File: config.mk
export PLATFORM = sky130hd
export DESIGN_NAME = tracker_spill_word_deframer_core
export DESIGN_NICKNAME = d
export VERILOG_FILES = /design/src/rtl/tswd_pkg.sv /design/src/rtl/tracker_spill_word_deframer_core.sv /design/src/rtl/tswd_in_reg.sv /design/src/rtl/tswd_parser.sv
export SDC_FILE = /design/constraint.sdc
export NUM_CORES = 1
export LEC_CHECK = 0
export ABC_AREA = 1
export BUFFER_PORTS_ARGS = -buffer_cell sky130_fd_sc_hd__buf_2
export CAP_MARGIN = 20
export CORE_UTILIZATION = 60
export CTS_CLUSTER_DIAMETER = 100
export DETAILED_ROUTE_END_ITERATION = 10
export PLACE_DENSITY_LB_ADDON = 0.15
export SLEW_MARGIN = 20
export SYNTH_ARGS = -nofsm -noshare
export SYNTH_HDL_FRONTEND = slang
export SYNTH_SLANG_ARGS = --single-unit
export TNS_END_PERCENT = 50
File: constraint.sdc
create_clock -name clk_i -period 5.96 [get_ports clk_i]
set_input_delay 0.298 -clock clk_i [delete_from_list [all_inputs] [get_ports clk_i]]
set_output_delay 0.298 -clock clk_i [all_outputs]
set_load 0.01 [all_outputs]
File: src/rtl/tswd_pkg.sv
// ----------------------------------------------------------------------------
// tswd_pkg
// Shared types and constants of the spill word deframer.
// ----------------------------------------------------------------------------
package tswd_pkg;

  // Event layout inside the events field
  localparam int unsigned EVENT_WORDS = 10;

  localparam int unsigned WORD_W  = 32;
  localparam int unsigned FIELD_W = 5;
  localparam int unsigned POS_W   = 4;
  localparam int unsigned ERR_W   = 2;

  localparam logic [FIELD_W-1:0] FIRST_FIELD  = 5'd1;
  localparam logic [FIELD_W-1:0] EVENTS_FIELD = 5'd14;
  localparam logic [FIELD_W-1:0] SKIP_FROM    = 5'd17;
  localparam logic [FIELD_W-1:0] SKIP_TO      = 5'd20;
  localparam logic [FIELD_W-1:0] LAST_FIELD   = 5'd27;

  localparam logic [ERR_W-1:0] ERR_NONE     = 2'd0;
  localparam logic [ERR_W-1:0] ERR_HEADER   = 2'd1;
  localparam logic [ERR_W-1:0] ERR_ZERO_LEN = 2'd2;

  typedef struct packed {
    logic [FIELD_W-1:0] field_number;
    logic [WORD_W-1:0]  payload_index;
    logic [WORD_W-1:0]  payload_word;
    logic               in_event_field;
    logic [POS_W-1:0]   event_word_pos;
    logic               last_in_field;
    logic [ERR_W-1:0]   error_code;
  } result_t;

endpackage

File: src/rtl/tracker_spill_word_deframer_core.sv
// ----------------------------------------------------------------------------
// tracker_spill_word_deframer_core
// Splits a spill packet word stream into tagged payload beats.
// ----------------------------------------------------------------------------
// Usage:
//   s_axis carries the 32-bit packet words, one beat per word. Each field is
//   a length word, a header word with the field number, then payload words.
//   m_axis carries one beat per payload word, tagged with field number,
//   index in field, event position (events field only) and tlast at the end
//   of each field. Length and header words produce no beat.
//   A zero length or a wrong header yields one error beat (tuser error code
//   nonzero) and the block then drops every word until reset.
// Path: a word passes the input register, then the parser with its result
//   register, before it leaves on m_axis.
// Throughput: one word per cycle while m_axis is not stalled; the parser state update is a single pass.
// Reset: rst_ni clears the parser to expect a length word for field 1.
// Stall: with m_axis_tready_i low and a beat held, the parser takes no word;
//   the input register takes at most one more, then s_axis_tready_o drops.
// ----------------------------------------------------------------------------
module tracker_spill_word_deframer_core (
  input  logic        clk_i,
  input  logic        rst_ni,
  input  logic        s_axis_tvalid_i,
  output logic        s_axis_tready_o,
  input  logic [31:0] s_axis_tdata_i,  // data_word[31:0]
  output logic        m_axis_tvalid_o,
  input  logic        m_axis_tready_i,
  // field_number[4:0], payload_index[36:5], payload_word[68:37],
  // event_word_pos[72:69], zero fill[79:73]
  output logic [79:0] m_axis_tdata_o,
  output logic        m_axis_tlast_o,  // last_in_field
  output logic [2:0]  m_axis_tuser_o   // in_event_field[0], error_code[2:1]
);

  logic                        w_valid;
  logic                        w_ready;
  logic [tswd_pkg::WORD_W-1:0] w_data;
  tswd_pkg::result_t           res;

  tswd_in_reg u_in_reg (
    .clk_i   (clk_i),
    .rst_ni  (rst_ni),
    .valid_i (s_axis_tvalid_i),
    .ready_o (s_axis_tready_o),
    .data_i  (s_axis_tdata_i),
    .valid_o (w_valid),
    .ready_i (w_ready),
    .data_o  (w_data)
  );

  tswd_parser u_parser (
    .clk_i    (clk_i),
    .rst_ni   (rst_ni),
    .valid_i  (w_valid),
    .ready_o  (w_ready),
    .data_i   (w_data),
    .valid_o  (m_axis_tvalid_o),
    .ready_i  (m_axis_tready_i),
    .result_o (res)
  );

  assign m_axis_tdata_o = {7'd0, res.event_word_pos, res.payload_word,
                           res.payload_index, res.field_number};
  assign m_axis_tlast_o = res.last_in_field;
  assign m_axis_tuser_o = {res.error_code, res.in_event_field};

endmodule

File: src/rtl/tswd_in_reg.sv
// ----------------------------------------------------------------------------
// tswd_in_reg
// Input register stage: captures one stream word per cycle while the parser accepts.
// ----------------------------------------------------------------------------
module tswd_in_reg (
  input  logic                       clk_i,
  input  logic                       rst_ni,
  input  logic                       valid_i,
  output logic                       ready_o,
  input  logic [tswd_pkg::WORD_W-1:0] data_i,
  output logic                       valid_o,
  input  logic                       ready_i,
  output logic [tswd_pkg::WORD_W-1:0] data_o
);

  logic                        vld_q, vld_d;
  logic [tswd_pkg::WORD_W-1:0] data_q;
  logic                        load;

  assign ready_o = !vld_q || ready_i;
  assign load    = valid_i && ready_o;

  always_comb begin
    vld_d = vld_q;
    if (load) begin
      vld_d = 1'b1;
    end else if (ready_i) begin
      vld_d = 1'b0;
    end
  end

  always_ff @(posedge clk_i or negedge rst_ni) begin
    if (!rst_ni) begin
      vld_q <= 1'b0;
    end else begin
      vld_q <= vld_d;
    end
  end

  always_ff @(posedge clk_i) begin
    if (load) begin
      data_q <= data_i;
    end
  end

  assign valid_o = vld_q;
  assign data_o  = data_q;

endmodule

File: src/rtl/tswd_parser.sv
// ----------------------------------------------------------------------------
// tswd_parser
// Field parser state and result register; one word handled per cycle unless the output stalls.
// ----------------------------------------------------------------------------
module tswd_parser (
  input  logic                        clk_i,
  input  logic                        rst_ni,
  input  logic                        valid_i,
  output logic                        ready_o,
  input  logic [tswd_pkg::WORD_W-1:0] data_i,
  output logic                        valid_o,
  input  logic                        ready_i,
  output tswd_pkg::result_t           result_o
);

  localparam logic [1:0] PH_LENGTH  = 2'd0;
  localparam logic [1:0] PH_HEADER  = 2'd1;
  localparam logic [1:0] PH_PAYLOAD = 2'd2;
  localparam logic [1:0] PH_HALTED  = 2'd3;

  logic [1:0]                   phase_q, phase_d;
  logic [tswd_pkg::FIELD_W-1:0] exp_q, exp_d;
  logic [tswd_pkg::WORD_W-1:0]  left_q, left_d;
  logic [tswd_pkg::WORD_W-1:0]  count_q, count_d;
  logic [tswd_pkg::POS_W-1:0]   epos_q, epos_d;
  logic [tswd_pkg::POS_W:0]     epos_inc;
  logic [tswd_pkg::FIELD_W-1:0] exp_next;

  logic                         out_vld_q, out_vld_d;
  tswd_pkg::result_t            res_q, res_d;
  logic                         take;
  logic                         emit;
  logic                         in_ev;
  logic                         last;

  assign ready_o = !out_vld_q || ready_i;
  assign take    = valid_i && ready_o;

  // field numbering skips 18 and 19, wraps after the last field
  always_comb begin
    if (exp_q == tswd_pkg::SKIP_FROM) begin
      exp_next = tswd_pkg::SKIP_TO;
    end else if (exp_q >= tswd_pkg::LAST_FIELD) begin
      exp_next = tswd_pkg::FIRST_FIELD;
    end else begin
      exp_next = exp_q + 5'd1;
    end
  end

  assign in_ev    = (exp_q == tswd_pkg::EVENTS_FIELD);
  assign last     = (left_q <= 32'd1);
  assign epos_inc = {1'b0, epos_q} + 5'd1;

  always_comb begin
    phase_d = phase_q;
    exp_d   = exp_q;
    left_d  = left_q;
    count_d = count_q;
    epos_d  = epos_q;
    emit    = 1'b0;
    res_d   = '0;
    res_d.field_number = exp_q;
    res_d.payload_word = data_i;
    if (take) begin
      case (phase_q)
        PH_LENGTH: begin
          if (data_i == '0) begin
            emit             = 1'b1;
            res_d.error_code = tswd_pkg::ERR_ZERO_LEN;
            phase_d          = PH_HALTED;
          end else begin
            left_d  = data_i - 32'd1;
            count_d = '0;
            epos_d  = '0;
            phase_d = PH_HEADER;
          end
        end
        PH_HEADER: begin
          if (data_i != {27'd0, exp_q}) begin
            emit             = 1'b1;
            res_d.error_code = tswd_pkg::ERR_HEADER;
            phase_d          = PH_HALTED;
          end else if (left_q == '0) begin
            exp_d   = exp_next;
            phase_d = PH_LENGTH;
            count_d = '0;
            epos_d  = '0;
          end else begin
            phase_d = PH_PAYLOAD;
          end
        end
        PH_PAYLOAD: begin
          emit                 = 1'b1;
          res_d.payload_index  = count_q;
          res_d.in_event_field = in_ev;
          res_d.event_word_pos = in_ev ? epos_q : '0;
          res_d.last_in_field  = last;
          res_d.error_code     = tswd_pkg::ERR_NONE;
          if (last) begin
            exp_d   = exp_next;
            phase_d = PH_LENGTH;
            left_d  = '0;
            count_d = '0;
            epos_d  = '0;
          end else begin
            left_d  = left_q - 32'd1;
            count_d = count_q + 32'd1;
            if (in_ev) begin
              epos_d = (epos_inc >= 5'(tswd_pkg::EVENT_WORDS)) ? '0 : epos_inc[3:0];
            end
          end
        end
        default: begin
          // halted: words are dropped until reset
          phase_d = PH_HALTED;
        end
      endcase
    end
  end

  always_comb begin
    out_vld_d = out_vld_q;
    if (take && emit) begin
      out_vld_d = 1'b1;
    end else if (ready_i) begin
      out_vld_d = 1'b0;
    end
  end

  always_ff @(posedge clk_i or negedge rst_ni) begin
    if (!rst_ni) begin
      phase_q   <= PH_LENGTH;
      exp_q     <= tswd_pkg::FIRST_FIELD;
      left_q    <= '0;
      count_q   <= '0;
      epos_q    <= '0;
      out_vld_q <= 1'b0;
    end else begin
      phase_q   <= phase_d;
      exp_q     <= exp_d;
      left_q    <= left_d;
      count_q   <= count_d;
      epos_q    <= epos_d;
      out_vld_q <= out_vld_d;
    end
  end

  always_ff @(posedge clk_i) begin
    if (take && emit) begin
      res_q <= res_d;
    end
  end

  assign valid_o  = out_vld_q;
  assign result_o = res_q;

`ifndef SYNTHESIS
  a_err_halts: assert property (@(posedge clk_i) disable iff (!rst_ni)
    (take && emit && res_d.error_code != tswd_pkg::ERR_NONE) |=> (phase_q == PH_HALTED))
    else $error("error result without halt");

  a_halt_sticks: assert property (@(posedge clk_i) disable iff (!rst_ni)
    (phase_q == PH_HALTED) |=> (phase_q == PH_HALTED))
    else $error("left halted state without reset");

  a_no_emit_halted: assert property (@(posedge clk_i) disable iff (!rst_ni)
    (phase_q == PH_HALTED && !out_vld_q) |=> !out_vld_q)
    else $error("result produced while halted");

  a_field_legal: assert property (@(posedge clk_i) disable iff (!rst_ni)
    (exp_q != 5'd0 && exp_q != 5'd18 && exp_q != 5'd19 && exp_q <= tswd_pkg::LAST_FIELD))
    else $error("illegal expected field number");

  a_epos_range: assert property (@(posedge clk_i) disable iff (!rst_ni)
    (epos_q < 4'(tswd_pkg::EVENT_WORDS)))
    else $error("event position out of range");
`endif

endmodule

==> flow_summary.json <==
{
  "outcome": "finished, final reports clean",
  "diodes": 0,
  "clkSinkCount": 186,
  "synth_area_leaders": "edfxtp_1 31%, dfrtp_1 18%, nand2_1 15%, nor2_1 8.6%, inv_1 4.5%",
  "routedWlPerCell_um": 15.28,
  "path_max_fanout": 40,
  "startpoint_type": "flip-flop",
  "maxCapViolations": 0,
  "p_comb_frac": 0.355,
  "hold_violations": 0,
  "async_reset_ff_frac": 0.4140,
  "antenna_found_initial": 0,
  "route.detailed.drc": 0,
  "clkPwrFrac": 0.232,
  "synth_most_common_cell": "nand2_1",
  "dpl.hpwl_um": 18210,
  "core_area_sq_um": 16760,
  "die_x_um": 133.6,
  "worstPathRequired_ps": 6030,
  "cts_tree": "built",
  "ys_ff_latch": 186,
  "clkLatencyLatePin_ps": 430,
  "ys_types": 34,
  "internal_power_mw": 2.844,
  "synth_top_area_share": 0.3148,
  "netlist_area_sq_um": 10400,
  "slew_headroom": 0.4223,
  "switchingPower_mw": 1.997,
  "setup_viol": 0,
  "gr-total-overflow": 0,
  "n_fill_cell": 1420,
  "worstPathArrival_ps": 3540,
  "grt_pass1_vias": 8334,
  "gp_congestion": 0.9412,
  "cts_max_level": 4,
  "finalInstanceArea_sq_um": 11630,
  "period_needed_ps": 3468,
  "grt_pass1_wl_um": 41430,
  "cts_made_buffers": 17,
  "io_buffers": 114,
  "synth_edf_count": 109,
  "syn_avg_cell_area_sq_um": 7.919,
  "hp-class": "in -> reg",
  "placed_area_sq_um": 11030,
  "postRouteWirelength_um": 25250,
  "ant_nets": 0,
  "dr_total_vias": 8974,
  "num_rows": 47,
  "clk_pin_slew_ps": 70,
  "fmax_mhz": 288.4,
  "tightest_slew_ps": 866.6,
  "cts_buffer_depth": 2,
  "rsz0062_at_grt": "no",
  "synth_warnings": 0,
  "vias_per_cell": 5.429,
  "synth.yosys.seq_area_share": 0.5002,
  "grt_max_degree": 78,
  "cts-root-buf": "clkbuf_16",
  "die-area_sq_um": 17860,
  "period_share": 0.5818,
  "yosys.area.top_type": "edfxtp_1",
  "area_growth_pct": 11.89,
  "skew_ps": 11.17,
  "first_pass_iters": 7,
  "multiInputGateArea_sq_um": 4476,
  "die_y_um": 133.6,
  "seq_power_share": 0.413,
  "synth_commonest_cells": "412 x nand2_1, 239 x nor2_1, 124 x inv_1",
  "end_kind": "flip-flop",
  "io_pins": 122,
  "ir_drop_mv": 0.2763,
  "regArea_sq_um": 5201,
  "powerDensity_nw_per_um2": 416.1,
  "p_leak_nw": 5.070,
  "setup-tns-final_ps": 0,
  "finalMaxSlewViolations": 0,
  "grt_use_total": 0.2979,
  "r2r_slack_ps": 2490,
  "p_sw_frac": 0.4124,
  "drive_gt1_frac": 0.1479,
  "initialDrtViolationCount": 789,
  "nets": 1466,
  "initial_core_util": 0.6204,
  "syn-instance-count": 1313,
  "synthFlopType": "edfxtp_1",
  "critPathKind": "reg -> reg",
  "post_cts_resize_count": 0
}
==> kinds of logic (layout without fill, tap and decap cells) <==
kind of cell	count (synthesis)	in the layout	synth area share
adders and majority gates	10	10	0.01203
buffers and inverters	166	280	0.07172
DFF	186	186	0.5002
AOI/OAI and AO/OA	94	94	0.04958
xor gates and xnor gates	40	40	0.03369
other	1	7	0.0003607
and+or+nand+nor	816	816	0.3324
==> critical path, cell delays in order, from the launching register on <==
cell,delay [ps]
edfxtp_1,410
inv_1,170
ha_1,270
inv_1,80
nor2_1,120
nand2_1,90
inv_1,80
nand3_1,110
nor2_2,160
nand2_1,80
nand2_2,100
o21ai_0,140
inv_2,680
buf_4,570
==> cell type report <==
cell class	count	share of cell area
sequential	186	0.4471
multi-input combinational	967	0.3847
timing repair buffer	118	0.05238
inverter	130	0.04194
clock buffer	17	0.03657
tap	220	0.02366
clock inverter	15	0.01366
==> placed cells by master, fill, tap and decap left out, types with 6 or more instances in the layout <==
master and count:
nand2_1 412, nor2_1 238, inv_1 123, buf_2 113, edfxtp_1 109, dfrtp_1 76
nand3_1 72, o21ai_0 55, xor2_1 36, nand4_1 28, clkbuf_16 17, nor3_1 16
nor2_2 15, a21oi_1 14, o21ai_1 14, nand2_2 12, ha_1 10, inv_2 7
o21ai_2 7, conb_1 7, nor2_4 6
==> path summary, 6_finish.rpt <==
kind / startpoint / to / depth (start not counted)
worst max-delay path: u_in_reg.data_o[0] / u_parser.result_o[39] / 13
max in group asynchronous: rst_ni / u_parser.left_q[20] / 2
worst min-delay path: s_axis_tdata_i[20] / u_in_reg.data_o[20] / 1
min in group asynchronous: rst_ni / u_parser.count_q[16] / 2
worst min register to register: u_in_reg.data_o[0] / u_parser.result_o[8] / 0
worst max register to register: u_in_reg.data_o[0] / u_parser.result_o[39] / 13
==> power groups by stage <==
stage	logic [mW]	clock network (mW)	registers (mW)
floorplan	1.22	0	2.05
CTS	1.72	1.14	1.99
global route	1.93	1.19	2.03
global placement	1.68	0	2.01
detailed placement	1.71	0	2.01
finish	1.72	1.13	2.00
==> repair_timing <==
item | in CTS | in global routing
hold buffers | 0 | 1
setup buffers | 0 | 0
endpoints found under the setup margin | 0 | 0
endpoints found under the hold margin | 0 | 76
==> per-stage QoR <==
step / cells / hold slack (ps) / power, mW / setup slack [ps] / util
finish: 1653 / 34.67 / 4.841 / 2492 / 0.6941
global route: 1653 / 22.79 / 5.150 / 2230 / 0.6941
CTS: 1652 / 28.23 / 4.846 / 2516 / 0.6932
detailed placement: 1620 / 465.3 / 3.725 / 2553 / 0.6583
global placement: 1620 / 459.3 / 3.686 / 2695 / 0.6583
floorplan: 1319 / 2.409 / 3.271 / 2534 / -
==> state kept, by name, summed over array words and instances (netlist names) <==
name               flops
u_parser.result_o     77
u_in_reg.data_o       32
u_parser.count_q      32
u_parser.left_q       32
u_parser.exp_q         5
u_parser.epos_q        4
u_parser.phase_q       2
u_in_reg.valid_o       1
u_parser.valid_o       1
==> routing by layer <==
| metal | track usage | wire, um | up-vias |
|---|---|---|---|
| li1 | - | - | 4406 |
| met1 | 0.4203 | 11520 | 4201 |
| met2 | 0.4711 | 11590 | 334 |
| met3 | 0.04985 | 1679 | 33 |
| met4 | 0.09659 | 461 | 0 |
| met5 | 0 | 0 | - |
Power figures use the tool's default switching activity.
